## config.mk

```make
export PLATFORM = sky130hd
export DESIGN_NAME = wheel_encoder_speed_odometer
export DESIGN_NICKNAME = d
export VERILOG_FILES = /design/src/design/wes_pkg.sv /design/src/design/wes_front.sv /design/src/design/wes_fifo.sv /design/src/design/wes_back.sv /design/src/design/wheel_encoder_speed_odometer.sv
export SDC_FILE = /design/constraint.sdc
export NUM_CORES = 2
export LEC_CHECK = 0
export ABC_AREA = 0
export BUFFER_PORTS_ARGS = -buffer_cell sky130_fd_sc_hd__buf_2
export CORE_MARGIN = 5
export CORE_UTILIZATION = 45
export CTS_BUF_LIST = sky130_fd_sc_hd__clkbuf_8
export DETAILED_ROUTE_END_ITERATION = 10
export PLACE_DENSITY = 0.65
export SLEW_MARGIN = 30
export SYNTH_ARGS = -nofsm -noshare
export SYNTH_HDL_FRONTEND = slang
export SYNTH_SLANG_ARGS = --single-unit
```

## constraint.sdc

```tcl
create_clock -name clk -period 21.5 [get_ports clk]
set_clock_uncertainty 0.2 [all_clocks]
set_input_delay 2.15 -clock clk [delete_from_list [all_inputs] [get_ports clk]]
set_output_delay 2.15 -clock clk [all_outputs]
set_load 0.03 [all_outputs]
```

## src/design/wes_pkg.sv

```systemverilog
// wes_pkg: shared types and constants for the wheel encoder speed and odometry block
// depends on nothing; used by every module of the block
package wes_pkg;

  localparam int NUM_WHEELS = 2;

  localparam logic [7:0]  HOLES_RST = 8'd20;
  localparam logic [19:0] CIRC_RST  = 20'd204204;

  // register indexes of the configuration port
  localparam logic [1:0] CFG_HOLES = 2'd0;
  localparam logic [1:0] CFG_CIRC  = 2'd1;

  // 2^8 * 10^6: one revolution per microsecond in q8.8
  localparam logic [31:0] Q8_US_PER_SEC = 32'd256000000;
  localparam logic [15:0] SAT16         = 16'hFFFF;
  localparam logic [9:0]  UM_TO_MM_S    = 10'd1000;

  localparam int QDEPTH = 2;

  typedef struct packed {
    logic [19:0] circ_um;
    logic [7:0]  holes;
  } cfg_t;

  // pulse as classified by the front, waiting for the back
  typedef struct packed {
    logic        wheel;
    logic [31:0] step_total;
    logic        rev_done;
    logic [31:0] period;
    logic [39:0] distance;
  } work_t;

  typedef struct packed {
    logic        wheel;
    logic [31:0] step_total;
    logic        rev_done;
    logic [31:0] period;
    logic [15:0] rps_q8;
    logic [15:0] speed;
    logic [39:0] distance;
  } result_t;

  typedef enum logic [1:0] {
    BK_IDLE,
    BK_DIV,
    BK_FIN
  } back_state_t;

  typedef struct packed {
    logic pop;
    logic load_direct;
    logic start_div;
    logic load_div;
  } back_ctl_t;

endpackage

```

## src/design/wes_front.sv

```systemverilog
// wes_front: accepts encoder pulses, keeps per-wheel counters and distance
// depends on wes_pkg; pushes classified pulses into wes_fifo
module wes_front (
  input  logic                clk,
  input  logic                rst_n,
  input  wes_pkg::cfg_t       cfg,
  input  logic                in_tvalid,
  output logic                in_tready,
  input  logic                in_tuser,
  input  logic [31:0]         in_tdata,
  input  logic                q_full,
  output logic                q_push,
  output wes_pkg::work_t      q_item
);

  logic [31:0] step_r  [wes_pkg::NUM_WHEELS];
  logic [7:0]  pos_r   [wes_pkg::NUM_WHEELS];
  logic [31:0] last_r  [wes_pkg::NUM_WHEELS];
  logic [39:0] dist_r  [wes_pkg::NUM_WHEELS];

  logic        accept;
  logic        side;
  logic [7:0]  holes_eff;
  logic [8:0]  pos_inc;
  logic        done;
  logic [31:0] step_nxt;
  logic [7:0]  pos_nxt;
  logic [39:0] dist_nxt;
  logic [31:0] period;

  assign in_tready = !q_full;
  assign accept    = in_tvalid && in_tready;
  assign side      = in_tuser;

  always_comb begin
    holes_eff = (cfg.holes == 8'd0) ? 8'd1 : cfg.holes;
    pos_inc   = {1'b0, pos_r[side]} + 9'd1;
    done      = pos_inc >= {1'b0, holes_eff};
    pos_nxt   = done ? 8'd0 : pos_inc[7:0];
    step_nxt  = step_r[side] + 32'd1;
    period    = done ? (in_tdata - last_r[side]) : 32'd0;
    dist_nxt  = done ? (dist_r[side] + {20'd0, cfg.circ_um}) : dist_r[side];
  end

  // a pulse from a wheel without an entry is taken and dropped
  assign q_push = accept && (32'(side) < wes_pkg::NUM_WHEELS);

  always_comb begin
    q_item.wheel      = side;
    q_item.step_total = step_nxt;
    q_item.rev_done   = done;
    q_item.period     = period;
    q_item.distance   = dist_nxt;
  end

  always_ff @(posedge clk) begin
    if (!rst_n) begin
      for (int w = 0; w < wes_pkg::NUM_WHEELS; w++) begin
        step_r[w] <= '0;
        pos_r[w]  <= '0;
        last_r[w] <= '0;
        dist_r[w] <= '0;
      end
    end else if (q_push) begin
      step_r[side] <= step_nxt;
      pos_r[side]  <= pos_nxt;
      dist_r[side] <= dist_nxt;
      if (done) begin
        last_r[side] <= in_tdata;
      end
    end
  end

endmodule

```

## src/design/wes_fifo.sv

```systemverilog
// wes_fifo: short queue of classified pulses between front and back
// depends on wes_pkg
module wes_fifo (
  input  logic           clk,
  input  logic           rst_n,
  input  logic           push,
  input  wes_pkg::work_t push_item,
  input  logic           pop,
  output wes_pkg::work_t head,
  output logic           empty,
  output logic           full
);

  localparam int PW = $clog2(wes_pkg::QDEPTH);

  wes_pkg::work_t mem_r [wes_pkg::QDEPTH];
  logic [PW-1:0]  wr_r, rd_r;
  logic [PW:0]    cnt_r;

  assign empty = (cnt_r == '0);
  assign full  = (cnt_r == (PW+1)'(wes_pkg::QDEPTH));
  assign head  = mem_r[rd_r];

  always_ff @(posedge clk) begin
    if (push) begin
      mem_r[wr_r] <= push_item;
    end
  end

  always_ff @(posedge clk) begin
    if (!rst_n) begin
      wr_r  <= '0;
      rd_r  <= '0;
      cnt_r <= '0;
    end else begin
      if (push) begin
        wr_r <= wr_r + PW'(1);
      end
      if (pop) begin
        rd_r <= rd_r + PW'(1);
      end
      case ({push, pop})
        2'b10:   cnt_r <= cnt_r + (PW+1)'(1);
        2'b01:   cnt_r <= cnt_r - (PW+1)'(1);
        default: cnt_r <= cnt_r;
      endcase
    end
  end

endmodule

```

## src/design/wes_back.sv

```systemverilog
// wes_back: rate and speed divisions, output register of the result channel
// depends on wes_pkg; pops from wes_fifo
module wes_back (
  input  logic                 clk,
  input  logic                 rst_n,
  input  wes_pkg::cfg_t        cfg,
  input  logic                 q_empty,
  input  wes_pkg::work_t       q_head,
  output logic                 q_pop,
  output logic                 out_valid,
  input  logic                 out_ready,
  output wes_pkg::result_t     out_item
);

  wes_pkg::back_state_t state_r, state_nxt;
  wes_pkg::back_ctl_t   ctl;

  wes_pkg::work_t   work_r;
  wes_pkg::result_t res_r;
  logic             valid_r;
  logic [4:0]       cnt_r;

  // two quotient lanes sharing one divisor: a = rev rate, b = speed
  logic [31:0] num_a_r, num_b_r;
  logic [31:0] rem_a_r, rem_b_r;
  logic [31:0] quo_a_r, quo_b_r;

  logic        out_free;
  logic        needs_div;
  logic [32:0] sh_a, sh_b;
  logic        ge_a, ge_b;
  logic [32:0] sub_a, sub_b;
  logic [29:0] circ_x1000;
  logic [15:0] rps_sat, speed_sat;

  assign out_free  = !valid_r || out_ready;
  assign needs_div = q_head.rev_done && (q_head.period != 32'd0);

  // next state
  always_comb begin
    state_nxt = state_r;
    unique case (state_r)
      wes_pkg::BK_IDLE: if (!q_empty && needs_div) state_nxt = wes_pkg::BK_DIV;
      wes_pkg::BK_DIV:  if (cnt_r == 5'd31) state_nxt = wes_pkg::BK_FIN;
      wes_pkg::BK_FIN:  if (out_free) state_nxt = wes_pkg::BK_IDLE;
      default:          state_nxt = wes_pkg::BK_IDLE;
    endcase
  end

  // control outputs
  always_comb begin
    ctl = '0;
    unique case (state_r)
      wes_pkg::BK_IDLE: begin
        ctl.start_div   = !q_empty && needs_div;
        ctl.load_direct = !q_empty && !needs_div && out_free;
        ctl.pop         = ctl.start_div || ctl.load_direct;
      end
      wes_pkg::BK_DIV: ;
      wes_pkg::BK_FIN:  ctl.load_div = out_free;
      default: ;
    endcase
  end

  assign q_pop = ctl.pop;

  // one restoring step per lane
  always_comb begin
    sh_a  = {rem_a_r, num_a_r[31]};
    sh_b  = {rem_b_r, num_b_r[31]};
    ge_a  = sh_a >= {1'b0, work_r.period};
    ge_b  = sh_b >= {1'b0, work_r.period};
    sub_a = ge_a ? (sh_a - {1'b0, work_r.period}) : sh_a;
    sub_b = ge_b ? (sh_b - {1'b0, work_r.period}) : sh_b;
    circ_x1000 = {10'd0, cfg.circ_um} * {20'd0, wes_pkg::UM_TO_MM_S};
    rps_sat    = (|quo_a_r[31:16]) ? wes_pkg::SAT16 : quo_a_r[15:0];
    speed_sat  = (|quo_b_r[31:16]) ? wes_pkg::SAT16 : quo_b_r[15:0];
  end

  always_ff @(posedge clk) begin
    if (ctl.start_div) begin
      work_r  <= q_head;
      num_a_r <= wes_pkg::Q8_US_PER_SEC;
      num_b_r <= {2'b00, circ_x1000};
      rem_a_r <= '0;
      rem_b_r <= '0;
      quo_a_r <= '0;
      quo_b_r <= '0;
    end else if (state_r == wes_pkg::BK_DIV) begin
      num_a_r <= {num_a_r[30:0], 1'b0};
      num_b_r <= {num_b_r[30:0], 1'b0};
      rem_a_r <= sub_a[31:0];
      rem_b_r <= sub_b[31:0];
      quo_a_r <= {quo_a_r[30:0], ge_a};
      quo_b_r <= {quo_b_r[30:0], ge_b};
    end
  end

  always_ff @(posedge clk) begin
    if (ctl.load_direct) begin
      res_r.wheel      <= q_head.wheel;
      res_r.step_total <= q_head.step_total;
      res_r.rev_done   <= q_head.rev_done;
      res_r.period     <= q_head.period;
      res_r.distance   <= q_head.distance;
      // no revolution: zeros; zero period: saturate both
      res_r.rps_q8     <= q_head.rev_done ? wes_pkg::SAT16 : 16'd0;
      res_r.speed      <= q_head.rev_done ? wes_pkg::SAT16 : 16'd0;
    end else if (ctl.load_div) begin
      res_r.wheel      <= work_r.wheel;
      res_r.step_total <= work_r.step_total;
      res_r.rev_done   <= work_r.rev_done;
      res_r.period     <= work_r.period;
      res_r.distance   <= work_r.distance;
      res_r.rps_q8     <= rps_sat;
      res_r.speed      <= speed_sat;
    end
  end

  always_ff @(posedge clk) begin
    if (!rst_n) begin
      state_r <= wes_pkg::BK_IDLE;
      cnt_r   <= '0;
      valid_r <= 1'b0;
    end else begin
      state_r <= state_nxt;
      if (ctl.start_div) begin
        cnt_r <= '0;
      end else if (state_r == wes_pkg::BK_DIV) begin
        cnt_r <= cnt_r + 5'd1;
      end
      if (ctl.load_direct || ctl.load_div) begin
        valid_r <= 1'b1;
      end else if (out_ready) begin
        valid_r <= 1'b0;
      end
    end
  end

  assign out_valid = valid_r;
  assign out_item  = res_r;

endmodule

```

## src/design/wheel_encoder_speed_odometer.sv

```systemverilog
// wheel_encoder_speed_odometer: top level of the wheel tachometer and odometer
// depends on wes_pkg, wes_front, wes_fifo and wes_back
//
// Each input item is one encoder pulse (wheel in tuser, microsecond timestamp
// in tdata) and yields exactly one result item, in order. The front updates
// the wheel's pulse count, hole position and distance in the cycle the pulse
// is accepted and hands the pulse to a two-entry queue, so pulses are taken
// one per cycle until the queue fills. A pulse that completes no revolution,
// or one with a zero period, goes straight to the output register once it is
// free. A pulse that completes a revolution runs through a 32-step restoring
// divider with two lanes (revolutions per second and surface speed share the
// period as divisor); that divider sets the sustained rate. Results are held
// in an output register, so the front keeps taking pulses while a result
// waits, until the queue fills. Configuration takes effect on the next pulse;
// the user must write it only while the block is quiet; it is not enforced.
module wheel_encoder_speed_odometer (
  input  logic         clk,
  input  logic         rst_n,
  // configuration: index 0 holes_per_rev, index 1 circumference_um
  input  logic         cfg_we,
  input  logic [1:0]   cfg_addr,
  input  logic [19:0]  cfg_wdata,
  // pulse items
  input  logic         in_tvalid,
  output logic         in_tready,
  input  logic         in_tuser,    // [0] wheel_side
  input  logic [31:0]  in_tdata,    // [31:0] time_us
  // result items
  output logic         out_tvalid,
  input  logic         out_tready,
  output logic [1:0]   out_tuser,   // [0] wheel_out, [1] rev_done
  // [31:0] step_total, [63:32] rev_period_us, [79:64] revs_per_sec_q8,
  // [95:80] speed_mm_s, [135:96] distance_um
  output logic [135:0] out_tdata
);

  wes_pkg::cfg_t    cfg_r;
  wes_pkg::work_t   push_item, head;
  wes_pkg::result_t res;
  logic             push, pop, q_empty, q_full;

  // configuration registers, indexes beyond the list are ignored
  always_ff @(posedge clk) begin
    if (!rst_n) begin
      cfg_r.holes   <= wes_pkg::HOLES_RST;
      cfg_r.circ_um <= wes_pkg::CIRC_RST;
    end else if (cfg_we) begin
      case (cfg_addr)
        wes_pkg::CFG_HOLES: cfg_r.holes   <= cfg_wdata[7:0];
        wes_pkg::CFG_CIRC:  cfg_r.circ_um <= cfg_wdata;
        default: ;
      endcase
    end
  end

  wes_front u_front (
    .clk       (clk),
    .rst_n     (rst_n),
    .cfg       (cfg_r),
    .in_tvalid (in_tvalid),
    .in_tready (in_tready),
    .in_tuser  (in_tuser),
    .in_tdata  (in_tdata),
    .q_full    (q_full),
    .q_push    (push),
    .q_item    (push_item)
  );

  wes_fifo u_fifo (
    .clk       (clk),
    .rst_n     (rst_n),
    .push      (push),
    .push_item (push_item),
    .pop       (pop),
    .head      (head),
    .empty     (q_empty),
    .full      (q_full)
  );

  wes_back u_back (
    .clk       (clk),
    .rst_n     (rst_n),
    .cfg       (cfg_r),
    .q_empty   (q_empty),
    .q_head    (head),
    .q_pop     (pop),
    .out_valid (out_tvalid),
    .out_ready (out_tready),
    .out_item  (res)
  );

  // pack result fields, lowest first
  assign out_tuser = {res.rev_done, res.wheel};
  assign out_tdata = {res.distance, res.speed, res.rps_q8, res.period, res.step_total};

endmodule
```

**Yosys cells after proc, flatten, opt, wreduce, memory -nomap -nowiden**

Memories as Yosys holds them, arrays and structs flattened. A register that Yosys moved wholly into a read port is not among the register bits.
Cells that the tools add are included.

- Register bits: 459
- Memories kept: 5
- Bits in read-only memories: 0
- Word-level logic and storage cells: 134
- Latch bits: 0
- Input port bits: 60
- Bits in writable memories: 436

Memory list:

| name | depth | bits a word | rd ports | clocked after memory_dff | write ports | line | text |
|---|---|---|---|---|---|---|---|
| u_fifo.mem_r | 2 | 106 | 1 | 1 | 1 | wes_fifo.sv:16 | `wes_pkg::work_t mem_r [wes_pkg::QDEPTH];` |
| u_front.dist_r | 2 | 40 | 1 | 0 | 2 | wes_front.sv:19 | `logic [39:0] dist_r [wes_pkg::NUM_WHEELS];` |
| u_front.last_r | 2 | 32 | 1 | 0 | 2 | wes_front.sv:18 | `logic [31:0] last_r [wes_pkg::NUM_WHEELS];` |
| u_front.step_r | 2 | 32 | 1 | 0 | 2 | wes_front.sv:16 | `logic [31:0] step_r [wes_pkg::NUM_WHEELS];` |
| u_front.pos_r | 2 | 8 | 1 | 0 | 2 | wes_front.sv:17 | `logic [7:0] pos_r [wes_pkg::NUM_WHEELS];` |

- Multipliers: 1
- Multiplexer cells: 45
- Divide/modulo/power cells: 0
- Order comparisons: 3
- $add $sub $neg: 11
- Shifts and indexed selects: 0
- Reduce and logical (&&, ||, !) cells: 31
- Bitwise gates (word level): 1
- Equality and inequality tests: 10

Operators with widths:

| cell | count |
|---|---|
| $mux W138 | 2 |
| $mux W32 | 5 |
| $sub A32 B32 Y32 | 3 |
| $mux W40 | 2 |
| $ge A33 B32 Y1 | 2 |
| $reduce_or A32 Y1 | 2 |
| $mux W30 | 2 |
| $mux W16 | 3 |
| $add A40 B20 Y40 | 1 |
| $reduce_or A40 Y1 | 1 |
| $add A32 B1 Y32 const B | 1 |
| $reduce_bool A32 Y1 | 1 |
| $reduce_or A16 Y1 | 2 |
| $mul A20 B7 Y27 const B | 1 |
| $mux W8 | 3 |
| $mux W1 | 22 |
| $add A8 B1 Y9 const B | 1 |
| $ge A9 B8 Y1 | 1 |
| $logic_not A8 Y1 | 1 |
| $reduce_bool A2 Y1 | 4 |
| $reduce_or A8 Y1 | 1 |
| $eq A2 B1 Y1 const B | 3 |
| $eq A2 B2 Y1 const B | 3 |
| $logic_not A2 Y1 | 3 |
| 17 further kinds | 32 |

**Longest topological paths before layout**

- Word-level depth: 9
- Depth in mapped cells: 22

**Hierarchy**

From an unflattened synthesis, not the netlist that was laid out.

- Cells, all modules: 3991
- Area total of the unflattened synthesis: 46316.9 um^2

Modules (own cells, without submodules):

| module | cells an instance | sequential area each (um^2) | times used | area an instance (um^2) |
|---|---|---|---|---|
| wes_back | 2105 | 11260.8 | 1 | 22851.9 |
| wes_front | 1413 | 6726.5 | 1 | 14442.6 |
| wes_fifo | 352 | 6466.2 | 1 | 7867.5 |
| wheel_encoder_speed_odometer | 121 | 560.5 | 1 | 1154.9 |

**Least setup slack after synthesis**

Ideal clock, no wire load.

- Path type: in2reg
- From: input port out_tready
- To: register u_back.res_r, in the netlist u_back.out_item[0], enable pin
- Setup slack: 8.458 ns
- Data required time: 20.474 ns
- Path buffers: 0
- Arrival time: 12.016 ns
- Stages on the path: 3
- Path through: nor2b_1 -> nand2b_1 -> o21ai_0

- Longest elaborated chain between the ends: 4
- Elaborated cells on any way between the ends: 5
- Those cells by class: mux (2); reduce/logical (3)

Ends and longest elaborated chain:

| what | line | text |
|---|---|---|
| start: declaration | wheel_encoder_speed_odometer.sv:30 | `input logic out_tready,` |
| $logic_or A1 B1 Y1 * | wes_back.sv:36 | `assign out_free = !valid_r \|\| out_ready;` |
| $logic_and A1 B1 Y1 | wes_back.sv:56 | `ctl.load_direct = !q_empty && !needs_div && out_free;` |
| $mux W3 | wes_back.sv:53 | `unique case (state_r)` |
| $reduce_bool A2 Y1 (no line) * | - |  |
| end: declaration | wes_back.sv:19 | `wes_pkg::result_t res_r;` |

Mark *: on every way between the ends. The rest lies on a longest branch, timed or not.
A chain may end at the register's enable or synchronous reset.

==> flow_metrics.tcl <==
set metrics [dict create \
    met3WireLength_um 5840 \
    end_kind "flop" \
    timing.max_slew.rel_slack_pct 37.1 \
    dieHeight_um 328 \
    grt_start_max_net_pins 95 \
    power_report.internal_total_mw 3.88 \
    power.total_mw 6.15 \
    syn_avg_cell_area_um2 11.9 \
    crit_required_ns 21.85 \
    period_share_pct 33.3 \
    final.setup.tns_ns 0 \
    mostFrequentLayoutCell "edfxtp_1" \
    via_count 29992 \
    grt_antenna_before_repair 17 \
    critical_path.max_fanout 94 \
    crit_path_start_kind "input port" \
    power_frac_seq_pct 40.3 \
    drive_above_1_share_pct 16.7 \
    pleak_nw 19.8 \
    route.met2.wl_um 47700 \
    dr.max_layer_used "met5" \
    drv_slew 0 \
    initial_core_util_pct 45.4 \
    clkTransAtPathRegs_ns 0.06 \
    cp_slowest_cell "buf_4" \
    number_of_inserted_filler_cells_in_the_final_layout 8878 \
    critical_path.n_buffers_inverters 5 \
    core_area_um2 100000 \
    wirelength_met1_um 50100 \
    hold_start "u_back.num_a_r[14]$_SDFFE_PP1P_" \
    timing_hold_violations_final 0 \
    timing.rr.start "cfg_r[9]$_SDFFE_PN0P_" \
    mostFrequentLayoutCells "edfxtp_1 (707), inv_1 (286), nor2_1 (265)" \
    synth-seq-area-share_pct 55.1 \
    final_cell_count_no_fill 5435 \
    timing.hold.worst.class "flop to flop" \
    cp_cell_sequence "buf_6, buf_4, mux2_2, nand2_1, nor3_1, xor2_1, inv_1, ha_1, nand3_1, o21ai_0, a21o_1, a221oi_4, inv_2, buf_4, nand4_2, nor4_1, nor2_1" \
    first_global_vias 29538 \
    clock_insertion_delay_worst_skew_ns 0.84 \
    cts_hold_repair.buffers 0 \
    classification_of_the_worst_setup_path "input port to flop" \
    ios 200 \
    setup-violations-final 0 \
    power-per-cell-area_nw_per_um2 122 \
    numCtsBuffers 151 \
    run_status "finished, final reports clean" \
    route.antenna.remaining_nets 0 \
    drt_drc_violations_left 0 \
    final.hold.worst_slack_ns 0.248 \
    portBuffers 199 \
    p_sw_mw 2.28 \
    holdPathEnd "u_back.num_a_r[14]$_SDFFE_PP1P_" \
    synth_edf_count 707 \
    max-clock-path-buffers 3 \
    worst_ep_arrival_time_ns 7.52 \
    netlist_instances 3803 \
    synth_seq_cells 896 \
    rows 116 \
    detailed_place_hpwl_um 71600 \
    reg2reg_slack_ns 15.20 \
    grt_setup_unrepaired "false" \
    floorplan.die_area_um2 107000 \
    yosys_warnings 0 \
    overflow 0 \
    comb_power_share_pct 36.8 \
    timing.reg2reg.worst_path_depth 15 \
    cts_root_buffer "clkbuf_8" \
    final_nets 4337 \
    tritoncts "built" \
    drt-initial-drc-count 2178 \
    tightestPinTransition_ns 0.944 \
    fin_crit_ns 7.17 \
    ir_drop_mv 0.0625 \
    drt_pre_antenna_iters 5 \
    ys_async_sr_fraction_pct 0 \
    max_cap_viol_count 0 \
    cpLargestDelayFamily "buffers and inverters" \
    power.clock.fraction_pct 22.8 \
    post_synth_instance_area_um2 45400 \
    power.share.switching_pct 37.0 \
    ctsResizeCount 0 \
    cts_htree_levels 4 \
    place_congestion 0.876 \
    yosysUniqueCellTypes 95 \
    dieWidth_um 328 \
    grt_usage_pct 19.4 \
    postSynth.topFlopCell "edfxtp_1" \
    tritoncts_num_sinks 896 \
    hold_depth 2 \
    average_routed_wire_per_standard_cell_um 19.5 \
    syn2layout_area_growth_pct 11.1 \
    synth_fp_nets 4126 \
    slowest_delay_ns 0.70 \
    cp_common_cell "buf_4" \
    numPlacedInstances 5159 \
    post_drt_via_cell_ratio 5.52 \
    totalWireLength_um 106000 \
    achievable-frequency_mhz 139 \
    cts_setup_buffers 0 \
    global_route_wire_length_before_repair_um 166000 \
    worstReg2RegEnd "u_back.num_b_r[29]$_DFFE_PP_" \
]
## state kept, by name (all words and copies together), names as in the netlist, 28 cells and up, named ones only
signal	cells
u_back.rem_a_r	32
u_back.quo_a_r	32
cfg_r	28
u_fifo.mem_r	212
u_front.step_r	64
u_front.dist_r	80
u_back.num_b_r	29
u_back.rem_b_r	32
u_front.last_r	64
u_back.quo_b_r	32
u_back.work_r	106
u_back.out_item	138
## cells by family (layout without fill, tap and decap cells)
| family | after synthesis | in the layout | share of synthesized area [%] |
|---|---|---|---|
| and+or+nand+nor | 991 | 991 | 10.7 |
| DFF | 896 | 896 | 55.1 |
| AOI/OAI and AO/OA | 755 | 755 | 11.3 |
| buffers and inverters | 406 | 735 | 3.54 |
| muxes | 311 | 311 | 7.43 |
| adders and majority gates | 263 | 263 | 8.47 |
| xor gates and xnor gates | 181 | 181 | 3.49 |
| other | 0 | 5 | 0 |
## Yosys cell counts (all sizes together), types with 9 or more instances
cell	n	area [um^2]
a211oi	20	150
a21boi	19	143
a21o	52	390
a21oi	152	776
a22o	75	657
a31oi	32	206
a32o	11	110
a32oi	23	201
and2	29	181
and3	79	494
buf	53	283
clkbuf	124	467
dfxtp	189	3780
edfxtp	707	21200
fa	74	1480
ha	189	2360
inv	227	852
mux2	209	2350
mux2i	102	1020
nand2	265	995
nand2b	25	156
nand3	66	330
nand3b	12	90.1
nand4	37	238
nor2	269	1010
nor2b	44	283
nor3	63	325
nor3b	10	85.1
nor4	39	263
o211ai	20	150
o21a	57	428
o21ai	188	952
o311ai	10	87.6
o31a	14	123
o31ai	14	120
o41ai	9	86.3
or2	13	81.3
or3	9	56.3
xnor2	104	911
xor2	77	674
## layer usage
layer  up-vias  track usage (%)
met1     14675             27.7
li1      14452                -
met4        12             5.40
met5         -                0
met3       160             4.12
met2       693             30.3
## how the worst max path moves through the flow
stage | from | to | cells after the start
2_1_floorplan | out_tready | u_back.out_item[0]$_DFFE_PP_ | 3
3_3_place_gp | in_tuser | u_front.dist_r[0][32]$_SDFFCE_PN0P_ | 17
3_5_place_dp | in_tuser | u_front.dist_r[1][36]$_SDFFCE_PN0P_ | 17
4_1_cts | in_tuser | u_front.dist_r[1][36]$_SDFFCE_PN0P_ | 17
5_1_grt | in_tuser | u_fifo.mem_r[1][36]$_DFFE_PP_ | 17
6_report | in_tuser | u_fifo.mem_r[1][36]$_DFFE_PP_ | 17
## power groups by stage
stage	Sequential, mW	Combinational, mW	Clock, mW
floorplan	2.66	1.56	0
detailed placement	2.52	2.26	0
CTS	2.48	2.28	1.45
global placement	2.51	2.24	0
finish	2.48	2.27	1.40
global route	2.51	2.51	1.53
## stage by stage
stage	area [um^2]	utilization, %	worst slack [ns]
2_1_floorplan	45400	-	8.46
3_3_place_gp	47700	47.6	13.68
3_5_place_dp	47700	47.6	13.54
4_1_cts	50500	50.4	14.45
5_1_grt	50500	50.4	13.91
6_report	50500	50.4	14.33
## final cells by class
cell class | instances | area, um^2 | area share, %
flip-flops and latches | 896 | 25000 | 49.6
multi-input cells | 2501 | 18900 | 37.4
clock buffers | 158 | 2170 | 4.31
well taps | 1298 | 1620 | 3.22
repair buffers | 235 | 1310 | 2.59
inverters | 229 | 862 | 1.71
clock inverters | 113 | 577 | 1.14
diodes | 5 | 12.5 | 0.0248
## worst reg2reg max path: cells and delay by family, from the launching register on
family	cells	cell delay [ns]
buffers and inverters	2	0.27
and+or+nand+nor	3	0.88
DFF	1	0.59
adders and majority gates	5	2.30
AOI/OAI and AO/OA	4	1.45
muxes	1	0.22
No activity file was read; power rests on OpenSTA's default activity.
